**config.mk**
```make
export PLATFORM = sky130hd
export DESIGN_NAME = adc_trimmed_mean_average_flat
export DESIGN_NICKNAME = d
export VERILOG_FILES = /design/src/design/atma_pkg.sv /design/src/design/atma_if.sv /design/src/design/atma_front.sv /design/src/design/atma_queue.sv /design/src/design/atma_back.sv /design/src/design/adc_trimmed_mean_average.sv /design/src/flat_wrapper.sv
export SDC_FILE = /design/constraint.sdc
export NUM_CORES = 1
export LEC_CHECK = 0
export ABC_AREA = 1
export BUFFER_PORTS_ARGS = -buffer_cell sky130_fd_sc_hd__buf_4
export CAP_MARGIN = 20
export CORE_ASPECT_RATIO = 2
export CORE_MARGIN = 10
export CORE_UTILIZATION = 50
export CTS_CLUSTER_DIAMETER = 150
export CTS_CLUSTER_SIZE = 8
export DETAILED_ROUTE_END_ITERATION = 10
export PLACE_DENSITY_LB_ADDON = 0.15
export SLEW_MARGIN = 10
export SYNTH_ARGS = -nofsm -noshare
export SYNTH_HDL_FRONTEND = slang
export SYNTH_SLANG_ARGS = --single-unit
```
**constraint.sdc**
```tcl
create_clock -name clk -period 5.8 [get_ports clk]
set_input_delay 0.58 -clock clk [delete_from_list [all_inputs] [get_ports clk]]
set_output_delay 0.58 -clock clk [all_outputs]
set_load 0.01 [all_outputs]
```
**src/design/atma_pkg.sv**
```systemverilog
`default_nettype none
package atma_pkg;

  localparam int SAMPLE_BITS = 12;
  localparam int SUM_BITS    = SAMPLE_BITS + 8;
  localparam int SAMPLE_W    = 12;
  localparam int AVG_W       = 12;
  localparam int CV_W        = 9;
  localparam int CNT_W       = 8;
  localparam int DIV_W       = 8;
  localparam int CV_SCALE    = 320;
  localparam int MIN_RUN     = 3;
  localparam int RESET_COUNT = 20;
  localparam int QDEPTH      = 2;
  localparam int QPTR_W      = (QDEPTH > 1) ? $clog2(QDEPTH) : 1;
  localparam int QCNT_W      = $clog2(QDEPTH + 1);
  localparam int STEP_W      = $clog2(SUM_BITS);

  // One finished run handed from the front to the divider.
  typedef struct packed {
    logic [SUM_BITS-1:0]    sum;
    logic [SAMPLE_BITS-1:0] hi;
    logic [SAMPLE_BITS-1:0] lo;
    logic [DIV_W-1:0]       divisor;
  } run_t;

  typedef struct packed {
    logic full;
    logic empty;
  } q_status_t;

  typedef enum logic [1:0] {
    BK_IDLE,
    BK_DIV,
    BK_DONE
  } back_state_t;

endpackage
`default_nettype wire

```
**src/design/atma_if.sv**
```systemverilog
`default_nettype none
interface atma_in_if;
  logic                          valid;
  logic                          ready;
  logic [atma_pkg::SAMPLE_W-1:0] sample;
  modport source (output valid, output sample, input ready);
  modport sink   (input valid, input sample, output ready);
endinterface

interface atma_out_if;
  logic                       valid;
  logic                       ready;
  logic [atma_pkg::AVG_W-1:0] average;
  logic [atma_pkg::CV_W-1:0]  centivolts;
  modport source (output valid, output average, output centivolts, input ready);
  modport sink   (input valid, input average, input centivolts, output ready);
endinterface

interface atma_cfg_if;
  logic                       valid;
  logic                       ready;
  logic [atma_pkg::CNT_W-1:0] data;
  modport source (output valid, output data, input ready);
  modport sink   (input valid, input data, output ready);
endinterface
`default_nettype wire

```
**src/design/atma_front.sv**
```systemverilog
`default_nettype none
module atma_front (
  input  wire logic                clk,
  input  wire logic                rst_n,
  atma_in_if.sink                  in_ch,
  atma_cfg_if.sink                 cfg_ch,
  input  wire atma_pkg::q_status_t q_status,
  output logic                     push,
  output atma_pkg::run_t           push_data
);

  logic [atma_pkg::SUM_BITS-1:0]    sum_r;
  logic [atma_pkg::SAMPLE_BITS-1:0] hi_r;
  logic [atma_pkg::SAMPLE_BITS-1:0] lo_r;
  logic [atma_pkg::CNT_W-1:0]       taken_r;
  logic [atma_pkg::CNT_W-1:0]       count_r;

  logic [atma_pkg::SAMPLE_BITS-1:0] s;
  logic [atma_pkg::SUM_BITS-1:0]    sum_nxt;
  logic [atma_pkg::SAMPLE_BITS-1:0] hi_nxt;
  logic [atma_pkg::SAMPLE_BITS-1:0] lo_nxt;
  logic [atma_pkg::CNT_W-1:0]       taken_nxt;
  logic [atma_pkg::CNT_W-1:0]       run_len;
  logic                             first;
  logic                             run_end;
  logic                             accept;

  assign cfg_ch.ready = 1'b1;
  assign in_ch.ready  = !q_status.full;
  assign accept       = in_ch.valid && !q_status.full;

  always_comb begin
    s         = in_ch.sample[atma_pkg::SAMPLE_BITS-1:0];
    first     = (taken_r == '0);
    hi_nxt    = (first || (s > hi_r)) ? s : hi_r;
    lo_nxt    = (first || (s < lo_r)) ? s : lo_r;
    sum_nxt   = sum_r + atma_pkg::SUM_BITS'(s);
    taken_nxt = taken_r + 1'b1;
    run_len   = (count_r < atma_pkg::CNT_W'(atma_pkg::MIN_RUN)) ?
                atma_pkg::CNT_W'(atma_pkg::MIN_RUN) : count_r;
    // a wrapped count stands for 256 samples and ends the run as well
    run_end   = (taken_nxt >= run_len) || (taken_nxt == '0);
  end

  assign push              = accept && run_end;
  assign push_data.sum     = sum_nxt;
  assign push_data.hi      = hi_nxt;
  assign push_data.lo      = lo_nxt;
  assign push_data.divisor = taken_nxt - atma_pkg::DIV_W'(2);

  always_ff @(posedge clk) begin
    if (!rst_n) begin
      count_r <= atma_pkg::CNT_W'(atma_pkg::RESET_COUNT);
    end else if (cfg_ch.valid) begin
      count_r <= cfg_ch.data;
    end
  end

  always_ff @(posedge clk) begin
    if (!rst_n) begin
      sum_r   <= '0;
      hi_r    <= '0;
      lo_r    <= '1;
      taken_r <= '0;
    end else if (accept) begin
      if (run_end) begin
        sum_r   <= '0;
        hi_r    <= '0;
        lo_r    <= '1;
        taken_r <= '0;
      end else begin
        sum_r   <= sum_nxt;
        hi_r    <= hi_nxt;
        lo_r    <= lo_nxt;
        taken_r <= taken_nxt;
      end
    end
  end

endmodule
`default_nettype wire

```
**src/design/atma_queue.sv**
```systemverilog
`default_nettype none
module atma_queue (
  input  wire logic                 clk,
  input  wire logic                 rst_n,
  input  wire logic                 push,
  input  wire atma_pkg::run_t       push_data,
  input  wire logic                 pop,
  output atma_pkg::run_t            pop_data,
  output atma_pkg::q_status_t       status
);

  atma_pkg::run_t                 mem_r [atma_pkg::QDEPTH];
  logic [atma_pkg::QPTR_W-1:0]    wr_ptr_r;
  logic [atma_pkg::QPTR_W-1:0]    rd_ptr_r;
  logic [atma_pkg::QCNT_W-1:0]    cnt_r;
  logic [atma_pkg::QPTR_W-1:0]    wr_ptr_nxt;
  logic [atma_pkg::QPTR_W-1:0]    rd_ptr_nxt;
  logic                           do_push;
  logic                           do_pop;

  assign status.full  = (cnt_r == atma_pkg::QCNT_W'(atma_pkg::QDEPTH));
  assign status.empty = (cnt_r == '0);
  assign do_push      = push && !status.full;
  assign do_pop       = pop && !status.empty;
  assign pop_data     = mem_r[rd_ptr_r];

  always_comb begin
    wr_ptr_nxt = (wr_ptr_r == atma_pkg::QPTR_W'(atma_pkg::QDEPTH - 1)) ? '0 : wr_ptr_r + 1'b1;
    rd_ptr_nxt = (rd_ptr_r == atma_pkg::QPTR_W'(atma_pkg::QDEPTH - 1)) ? '0 : rd_ptr_r + 1'b1;
  end

  always_ff @(posedge clk) begin
    if (do_push) begin
      mem_r[wr_ptr_r] <= push_data;
    end
  end

  always_ff @(posedge clk) begin
    if (!rst_n) begin
      wr_ptr_r <= '0;
      rd_ptr_r <= '0;
      cnt_r    <= '0;
    end else begin
      if (do_push) begin
        wr_ptr_r <= wr_ptr_nxt;
      end
      if (do_pop) begin
        rd_ptr_r <= rd_ptr_nxt;
      end
      if (do_push && !do_pop) begin
        cnt_r <= cnt_r + 1'b1;
      end else if (do_pop && !do_push) begin
        cnt_r <= cnt_r - 1'b1;
      end
    end
  end

endmodule
`default_nettype wire

```
**src/design/atma_back.sv**
```systemverilog
`default_nettype none
module atma_back (
  input  wire logic                clk,
  input  wire logic                rst_n,
  input  wire atma_pkg::q_status_t q_status,
  input  wire atma_pkg::run_t      pop_data,
  output logic                     pop,
  atma_out_if.source               out_ch
);

  localparam int SB  = atma_pkg::SAMPLE_BITS;
  localparam int SUW = atma_pkg::SUM_BITS;
  localparam int DW  = atma_pkg::DIV_W;
  localparam int PW  = atma_pkg::SAMPLE_BITS + atma_pkg::CV_W;

  atma_pkg::back_state_t state_r, state_nxt;

  logic [SUW-1:0]                 quo_r, quo_nxt;
  logic [DW-1:0]                  rem_r, rem_nxt;
  logic [DW-1:0]                  div_r, div_nxt;
  logic [atma_pkg::STEP_W-1:0]    step_r, step_nxt;
  logic                           out_valid_r;
  logic [atma_pkg::AVG_W-1:0]     out_avg_r, out_avg_nxt;
  logic [atma_pkg::CV_W-1:0]      out_cv_r, out_cv_nxt;

  logic [DW:0]                    trial;
  logic [DW:0]                    diff;
  logic                           fits;
  logic [SB-1:0]                  avg;
  logic [PW-1:0]                  scaled;
  logic                           out_load;

  assign out_load = (state_r == atma_pkg::BK_DONE) && (!out_valid_r || out_ch.ready);

  always_comb begin
    state_nxt = state_r;
    case (state_r)
      atma_pkg::BK_IDLE: begin
        if (!q_status.empty) begin
          state_nxt = atma_pkg::BK_DIV;
        end
      end
      atma_pkg::BK_DIV: begin
        if (step_r == '0) begin
          state_nxt = atma_pkg::BK_DONE;
        end
      end
      atma_pkg::BK_DONE: begin
        if (out_load) begin
          state_nxt = atma_pkg::BK_IDLE;
        end
      end
      default: state_nxt = atma_pkg::BK_IDLE;
    endcase
  end

  always_comb begin
    trial       = {rem_r, quo_r[SUW-1]};
    diff        = trial - {1'b0, div_r};
    fits        = (trial >= {1'b0, div_r});
    avg         = (quo_r[SUW-1:SB] != '0) ? '1 : quo_r[SB-1:0];
    scaled      = PW'(avg) * PW'(atma_pkg::CV_SCALE);
    out_avg_nxt = atma_pkg::AVG_W'(avg);
    out_cv_nxt  = scaled[PW-1:SB];
    pop         = 1'b0;
    quo_nxt     = quo_r;
    rem_nxt     = rem_r;
    div_nxt     = div_r;
    step_nxt    = step_r;
    case (state_r)
      atma_pkg::BK_IDLE: begin
        if (!q_status.empty) begin
          pop      = 1'b1;
          quo_nxt  = pop_data.sum - SUW'(pop_data.hi) - SUW'(pop_data.lo);
          rem_nxt  = '0;
          div_nxt  = pop_data.divisor;
          step_nxt = atma_pkg::STEP_W'(SUW - 1);
        end
      end
      atma_pkg::BK_DIV: begin
        rem_nxt  = fits ? diff[DW-1:0] : trial[DW-1:0];
        quo_nxt  = {quo_r[SUW-2:0], fits};
        step_nxt = step_r - 1'b1;
      end
      default: begin
      end
    endcase
  end

  always_ff @(posedge clk) begin
    if (!rst_n) begin
      state_r     <= atma_pkg::BK_IDLE;
      out_valid_r <= 1'b0;
    end else begin
      state_r <= state_nxt;
      if (out_load) begin
        out_valid_r <= 1'b1;
      end else if (out_ch.ready) begin
        out_valid_r <= 1'b0;
      end
    end
  end

  always_ff @(posedge clk) begin
    quo_r  <= quo_nxt;
    rem_r  <= rem_nxt;
    div_r  <= div_nxt;
    step_r <= step_nxt;
    if (out_load) begin
      out_avg_r <= out_avg_nxt;
      out_cv_r  <= out_cv_nxt;
    end
  end

  assign out_ch.valid      = out_valid_r;
  assign out_ch.average    = out_avg_r;
  assign out_ch.centivolts = out_cv_r;

endmodule
`default_nettype wire

```
**src/design/adc_trimmed_mean_average.sv**
```systemverilog
// Throughput: one sample per cycle while the run queue has room; the divider
//   produces one quotient bit per cycle over 20 bits, and the front keeps
//   taking samples of the next run while the divider works on an earlier one.
// Reset: synchronous, active-low rst_n clears the run, the queue and the
//   divider and sets the run length to 20.
`default_nettype none
module adc_trimmed_mean_average (
  input  wire logic  clk,
  input  wire logic  rst_n,
  atma_in_if.sink    in_ch,
  atma_out_if.source out_ch,
  atma_cfg_if.sink   cfg_ch
);

  // Front: take samples, track sum, largest and smallest, close a run and
  // hand it over. Stall input only when the run queue is full.
  // Back: subtract the extremes, divide by the samples taken less two with a
  // restoring divider, clamp, scale to centivolts and hold the result in the
  // output register until the sink takes the request.

  atma_pkg::q_status_t q_status;
  atma_pkg::run_t      push_data;
  atma_pkg::run_t      pop_data;
  logic                push;
  logic                pop;

  atma_front u_front (
    .clk       (clk),
    .rst_n     (rst_n),
    .in_ch     (in_ch),
    .cfg_ch    (cfg_ch),
    .q_status  (q_status),
    .push      (push),
    .push_data (push_data)
  );

  // Decouple the per-sample front from the multi-cycle divider.
  atma_queue u_queue (
    .clk       (clk),
    .rst_n     (rst_n),
    .push      (push),
    .push_data (push_data),
    .pop       (pop),
    .pop_data  (pop_data),
    .status    (q_status)
  );

  atma_back u_back (
    .clk      (clk),
    .rst_n    (rst_n),
    .q_status (q_status),
    .pop_data (pop_data),
    .pop      (pop),
    .out_ch   (out_ch)
  );

endmodule
`default_nettype wire

```
**src/flat_wrapper.sv**
```systemverilog
// flat-port wrapper written by rule: the top's interface ports become plain ports
module adc_trimmed_mean_average_flat 
  (clk, rst_n, in_ch_valid, in_ch_sample, in_ch_ready, out_ch_valid, out_ch_average, out_ch_centivolts, out_ch_ready, cfg_ch_valid, cfg_ch_data, cfg_ch_ready);
  atma_in_if in_ch_i ();
  atma_out_if out_ch_i ();
  atma_cfg_if cfg_ch_i ();
  input  wire logic clk;
  input  wire logic rst_n;
  input wire logic [$bits(in_ch_i.valid)-1:0] in_ch_valid;
  input wire logic [$bits(in_ch_i.sample)-1:0] in_ch_sample;
  output wire logic [$bits(in_ch_i.ready)-1:0] in_ch_ready;
  output wire logic [$bits(out_ch_i.valid)-1:0] out_ch_valid;
  output wire logic [$bits(out_ch_i.average)-1:0] out_ch_average;
  output wire logic [$bits(out_ch_i.centivolts)-1:0] out_ch_centivolts;
  input wire logic [$bits(out_ch_i.ready)-1:0] out_ch_ready;
  input wire logic [$bits(cfg_ch_i.valid)-1:0] cfg_ch_valid;
  input wire logic [$bits(cfg_ch_i.data)-1:0] cfg_ch_data;
  output wire logic [$bits(cfg_ch_i.ready)-1:0] cfg_ch_ready;
  assign in_ch_i.valid = in_ch_valid;
  assign in_ch_i.sample = in_ch_sample;
  assign in_ch_ready = in_ch_i.ready;
  assign out_ch_valid = out_ch_i.valid;
  assign out_ch_average = out_ch_i.average;
  assign out_ch_centivolts = out_ch_i.centivolts;
  assign out_ch_i.ready = out_ch_ready;
  assign cfg_ch_i.valid = cfg_ch_valid;
  assign cfg_ch_i.data = cfg_ch_data;
  assign cfg_ch_ready = cfg_ch_i.ready;
  adc_trimmed_mean_average u_core (.clk(clk), .rst_n(rst_n), .in_ch(in_ch_i), .out_ch(out_ch_i), .cfg_ch(cfg_ch_i));
endmodule
```
Word-level counts from Yosys, hierarchy flattened
Memory sizes are Yosys's and may differ from the RTL's. A register that Yosys moved wholly into a read port is not among the register bits.
Cells that the tools add are included.
{"block": "totals", "out_inout_bits": 24, "wordCells": 100, "register_bits": 129, "ramBits": 104, "input_bits": 25, "memories": 1}
{"name": "u_core.u_queue.mem_r", "depth": 2, "width": 52, "rd": 1, "rd_clocked_by_memory_dff": 1, "write_ports": 1, "line_no": "atma_queue.sv:12", "rtl": "atma_pkg::run_t mem_r [atma_pkg::QDEPTH];"}
{"block": "classes", "n_addsub": 11, "eq_ne": 6, "n_bitwise": 1, "n_mux": 31, "order_cmp": 5, "mul": 1, "n_reduce_logical": 28}
{"op": "2-to-1 mux 12 bit", "n": 5}
{"op": "2-to-1 mux 20 bit", "n": 2}
{"op": "one-hot mux 20 bit (2 select lines)", "n": 1}
{"op": "subtractor 20 x 12 -> 20 bit", "n": 2}
{"op": "2-to-1 mux 8 bit", "n": 4}
{"op": "adder 20 x 12 -> 20 bit", "n": 1}
{"op": "zero test 8 bit", "n": 2}
{"op": "one-hot mux 8 bit (2 select lines)", "n": 1}
{"op": "multiplier 12 x 3 -> 15 bit, second input constant", "n": 1}
{"op": "greater-than comparator 12 bit", "n": 1}
{"op": "less-than comparator 12 bit", "n": 1}
{"op": "2-to-1 mux 1 bit", "n": 10}
{"op": "2-to-1 mux 2 bit", "n": 5}
{"op": "one-hot mux 5 bit (2 select lines)", "n": 1}
{"op": "greater-or-equal comparator 9 x 8 -> 1 bit", "n": 1}
{"op": "adder 8 x 1 -> 8 bit, second input constant", "n": 1}
{"op": "greater-or-equal comparator 8 bit", "n": 1}
{"op": "less-than comparator 8 x 2 -> 1 bit, second input constant", "n": 1}
{"op": "nonzero test 8 bit", "n": 1}
{"op": "subtractor 8 x 2 -> 8 bit, second input constant", "n": 1}
{"op": "subtractor 8 bit", "n": 1}
{"op": "logical AND 1 bit", "n": 7}
{"op": "inequality test 2 bit, second input constant", "n": 3}
{"op": "one-hot mux 2 bit (3 select lines)", "n": 1}
{"op": "15 further kinds", "n": 28}

Depth between registers and ports, before layout
{"block": "logic_depth", "word_depth": 10, "mapped_depth": 21}

By module
Synthesis repeated with hierarchy kept, for this count alone.
{"block": "hier_totals", "hier_cells": 1478, "area_unflattened_um2": 13560.5}
{"mod": "atma_back", "instances": 1, "area_per_inst_um2": 4737.0, "cells_per_inst": 548}
{"mod": "atma_front", "instances": 1, "area_per_inst_um2": 4570.6, "cells_per_inst": 730}
{"mod": "atma_queue", "instances": 1, "area_per_inst_um2": 4252.8, "cells_per_inst": 200}

Least setup slack after synthesis
No wires, ideal clock.
{"block": "synth_path", "kind": "reg-to-reg", "from": "reg u_core.u_front.taken_r[0] (netlist name)", "to": "mem u_core.u_queue.mem_r[0][0] (netlist name), enable pin", "synth_period_minus_slack_ns": 4.583, "path_buffers": 1, "stages_incl_launch_ff": 14, "required_ns": 5.338, "setup_ns": 0.462, "setup_slack_ns": 1.217, "arrival_time_ns": 4.121, "path_cell_list": "dfxtp_1 > ha_1 > nand3_1 > nor2_2 > xor2_2 > ha_1 > nand2_1 > o21a_1 > nand2_1 > nor2_1 > nand2_1 > nand2_1 > buf_4 > nor2_1"}
{"block": "synth_via", "elab_chain_cells": 7}
{"element": "start: declaration", "line_no": "atma_front.sv:15", "rtl": "logic [atma_pkg::CNT_W-1:0] taken_r;"}
{"element": "start signal: assignment", "line_no": "atma_front.sv:75", "rtl": "taken_r <= taken_nxt;"}
{"element": "adder 8 x 1 -> 8 bit *", "line_no": "atma_front.sv:38", "rtl": "taken_nxt = taken_r + 1'b1;"}
{"element": "greater-or-equal comparator 8 bit / zero test 8 bit (equally long branches)", "line_no": "atma_front.sv:42", "rtl": "run_end = (taken_nxt >= run_len) || (taken_nxt == '0);"}
{"element": "logical OR 1 bit *", "line_no": "atma_front.sv:42"}
{"element": "logical AND 1 bit *", "line_no": "atma_front.sv:45", "rtl": "assign push = accept && run_end;"}
{"element": "logical AND 1 bit *", "line_no": "atma_queue.sv:23", "rtl": "assign do_push = push && !status.full;"}
{"element": "2-to-1 mux 1 bit *", "line_no": "atma_queue.sv:33", "rtl": "if (do_push) begin"}
{"element": "2-to-1 mux 1 bit (implied by the code) *", "line_no": "atma_queue.sv:34", "rtl": "mem_r[wr_ptr_r] <= push_data;"}
{"element": "end: declaration", "line_no": "atma_queue.sv:12"}
Mark *: on every way between the ends. The rest lies on a longest branch, timed or not.

Worst setup path after layout
{"block": "layout_path", "from": "reg u_core.u_front.taken_r[0] (netlist name)", "to": "mem u_core.u_queue.mem_r[0][9] (netlist name), enable pin"}
Same word-level chain as after synthesis.

==> reports/metrics.yaml <==
finalWorstPathRequiredPeriod_ns: 3.91
setup_violations: 0
ys_seq_elements: 234
yosys_warnings: 0
critical_path.endpoint_type: "flip-flop"
criticalPathCategory: "reg2reg"
slew_headroom_pct: 29.4
most_frequent_cells_in_the_layout: "sky130_fd_sc_hd__nand2_1 (431), sky130_fd_sc_hd__inv_1 (168), sky130_fd_sc_hd__edfxtp_1 (166)"
syn_inst_count: 1471
run_status: "finished, final reports clean"
ys_async_sr_fraction_pct: 0
fill_cells: 2368
reg2regPathDepth: 13
first_global_vias: 9919
post_synth_num_cell_types: 41
worst-endpoint-required_ns: 5.99
viasPerCell: 5.23
cts_setup_buffers: 0
ys.flop_type: "sky130_fd_sc_hd__edfxtp_1"
setup_slack_ns: 1.89
worstPathMaxFanout: 34
synth_sequential_area_ratio_pct: 49.3
dp_slack_ns: 1.86
static-leakage-power_uw: 0.00636
post-dp-hpwl_mm: 23.6
clock-root-buffer: "sky130_fd_sc_hd__clkbuf_16"
antenna_found_initial: 0
gr-total-overflow: 0
p_per_area_nw_per_um2: 487
placement.io_buffers: 47
first_pass_iters: 5
clockBufferDepth: 3
fin_setup_tns_ns: 0
ir_drop_mv: 0.347
cts_resized: 0
most_common_library_cell_in_the_layout_ignoring_fill_and_taps: "sky130_fd_sc_hd__nand2_1"
finalInstanceArea_um2: 14600
ctsHoldBuffers: 0
globalRouteTotalUtil_pct: 19.0
dr.first_iter.drc_count: 467
synth.avg_cell_area_um2: 8.76
placement.cell_area_um2: 13600
floorplan.die.width_um: 134
final-hold-violation-count: 0
power.switching_fraction_pct: 38.7
routedWlPerCell_um: 16.5
synth.cell_area_um2: 12900
layout-area-overhead-vs-synth_pct: 13.3
route.antenna.remaining_nets: 0
ios: 49
worst_setup_path_start_kind: "flip-flop"
htree_num_levels: 2
achievable-frequency_mhz: 256
clkPwrFrac_pct: 26.5
number_of_design_rule_violations_left_after_detail_routing: 0
netSwitchingPower_uw: 2750
timing.hold.worst_path_depth: 3
clock_insertion_delay_at_the_later_pin_of_the_skew_report_ns: 0.51
wl_mm: 31.2
place_congestion: 0.903
path_clk_slew_ns: 0.05
share_seq_of_total_power_pct: 33.4
holdCritPathClass: "in2reg"
tritoncts_num_sinks: 234
die_h_um: 247
grt_pass1_wl_mm: 50.3
cap_viol_max_count: 0
timing.final.max_slew_violations: 0
synth-edff-count: 166
grt_max_degree: 56
antenna_cells: 0
final_layout_size_suffix_gt1_share_pct: 7.30
effective_utilization_at_floorplan_pct: 50.4
floorplan.core_area_um2: 25500
finClkSkew_ns: 0.0138
rsz_0062_raised_after_global_routing: "false"
number_of_cell_rows: 83
period_share_pct: 67.4
cts_tree: "built"
cts-buffers-inserted: 35
timing_worst_slew_pin_value_ns: 1.06
route.vias.total: 9868
syn_nets: 1597
floorplan.die_area_um2: 33000
internal_power_uw: 4350
nets: 1650
p_comb_share_pct: 40.1
arrival_ns: 4.10
==> critical path: stages, from the launching register on <==
cell and delay, ns:
sky130_fd_sc_hd__dfxtp_1 0.38, sky130_fd_sc_hd__ha_1 0.23, sky130_fd_sc_hd__nand3_1 0.14, sky130_fd_sc_hd__nor2_2 0.15, sky130_fd_sc_hd__xor2_2 0.27, sky130_fd_sc_hd__ha_1 0.18
sky130_fd_sc_hd__nand2_1 0.08, sky130_fd_sc_hd__o21a_1 0.19, sky130_fd_sc_hd__nand2_1 0.06, sky130_fd_sc_hd__nor2_1 0.07, sky130_fd_sc_hd__nand2_1 0.08, sky130_fd_sc_hd__nand2_1 0.39
sky130_fd_sc_hd__nor2_4 0.93, sky130_fd_sc_hd__buf_4 0.41
==> layout make-up <==
type / count / area [µm²] / share of cell area [%]
clock inverter: 3 / 33.8 / 0.232
inverter: 172 / 651 / 4.46
clock buffer: 58 / 983 / 6.74
tap: 340 / 425 / 2.92
timing repair buffer: 56 / 433 / 2.97
sequential: 234 / 6350 / 43.5
multi-input combinational: 1025 / 5720 / 39.2
==> synth_stat cells, drive strengths merged (4+ instances only) <==
cell type  instances  area share [%]
nor3              11            0.43
nand3b             4            0.23
or2                7            0.34
dfxtp             68              11
inv              169             4.9
mux2i             23             1.8
and2              12            0.58
xnor2              7            0.48
clkbuf            25            0.73
ha                87             8.4
o21ai             61             2.4
xor2              26             1.8
nor2              88             2.6
a21oi            122             4.7
a31oi              4            0.19
nand2            432              13
nand4              7            0.34
edfxtp           166              39
nand3             98             3.9
buf               15            0.73
fa                14             2.2
==> power by group through the flow <==
stage / logic [µW] / registers (µW) / clock network [µW]
finish: 2850 / 2370 / 1880
global route: 3220 / 2400 / 1980
CTS: 2860 / 2370 / 1920
detailed placement: 2850 / 2400 / 0
global placement: 2800 / 2400 / 0
floorplan: 2120 / 2340 / 0
==> path summary, 6_finish.rpt <==
kind | startpoint | end | slack (ns)
min | cfg_ch_data[2] | u_core.u_front.count_r[2] | 0.30
max | u_core.u_front.taken_r[0] | u_core.u_queue.mem_r[0][9] | 1.89
max reg2reg | u_core.u_front.taken_r[0] | u_core.u_queue.mem_r[0][9] | 1.89
min reg2reg | u_core.u_queue.rd_ptr_r | flip-flop | 0.44
==> registers in the layout (all words and copies together), names as in the netlist, 8 cells and up, named ones only <==
name and count:
u_core.u_back.quo_r 20, u_core.u_back.rem_r 8, u_core.u_queue.mem_r 104, u_core.u_front.hi_r 12
u_core.u_front.sum_r 20, u_core.u_front.count_r 8, u_core.u_back.out_ch.centivolts 9, u_core.u_front.lo_r 12
u_core.u_front.taken_r 8, u_core.u_back.out_ch.average 12, u_core.u_back.div_r 8
==> metal layers <==
layer | wire [µm] | up-vias | track usage (%)
met3 | 966 | 66 | 2.60
met4 | 1540 | 0 | 10.2
met1 | 11000 | 4640 | 18.2
li1 | - | 4983 | -
met2 | 17700 | 179 | 37.7
met5 | 0 | - | 0
==> kinds of logic (layout without fill, tap and decap cells) <==
kind of cell | Yosys count | count (layout) | synth area share [%]
and+or+nand+nor | 666 | 666 | 21.4
xor gates and xnor gates | 33 | 33 | 2.30
buffers and inverters | 212 | 289 | 6.51
DFF | 234 | 234 | 49.3
muxes | 23 | 23 | 1.79
other | 1 | 1 | 0.0291
AOI/OAI and AO/OA | 201 | 201 | 8.12
adders and majority gates | 101 | 101 | 10.6
==> metrics by stage <==
stage	instances	hold WS, ns	power [µW]	utilization, %
floorplan	1471	0.425	4460	-
global placement	1826	0.439	5200	53.1
detailed placement	1826	0.441	5250	53.1
CTS	1887	0.288	7150	57.0
global route	1888	0.306	7600	57.1
finish	1888	0.301	7100	57.1
(Power assumes the default switching activity.)
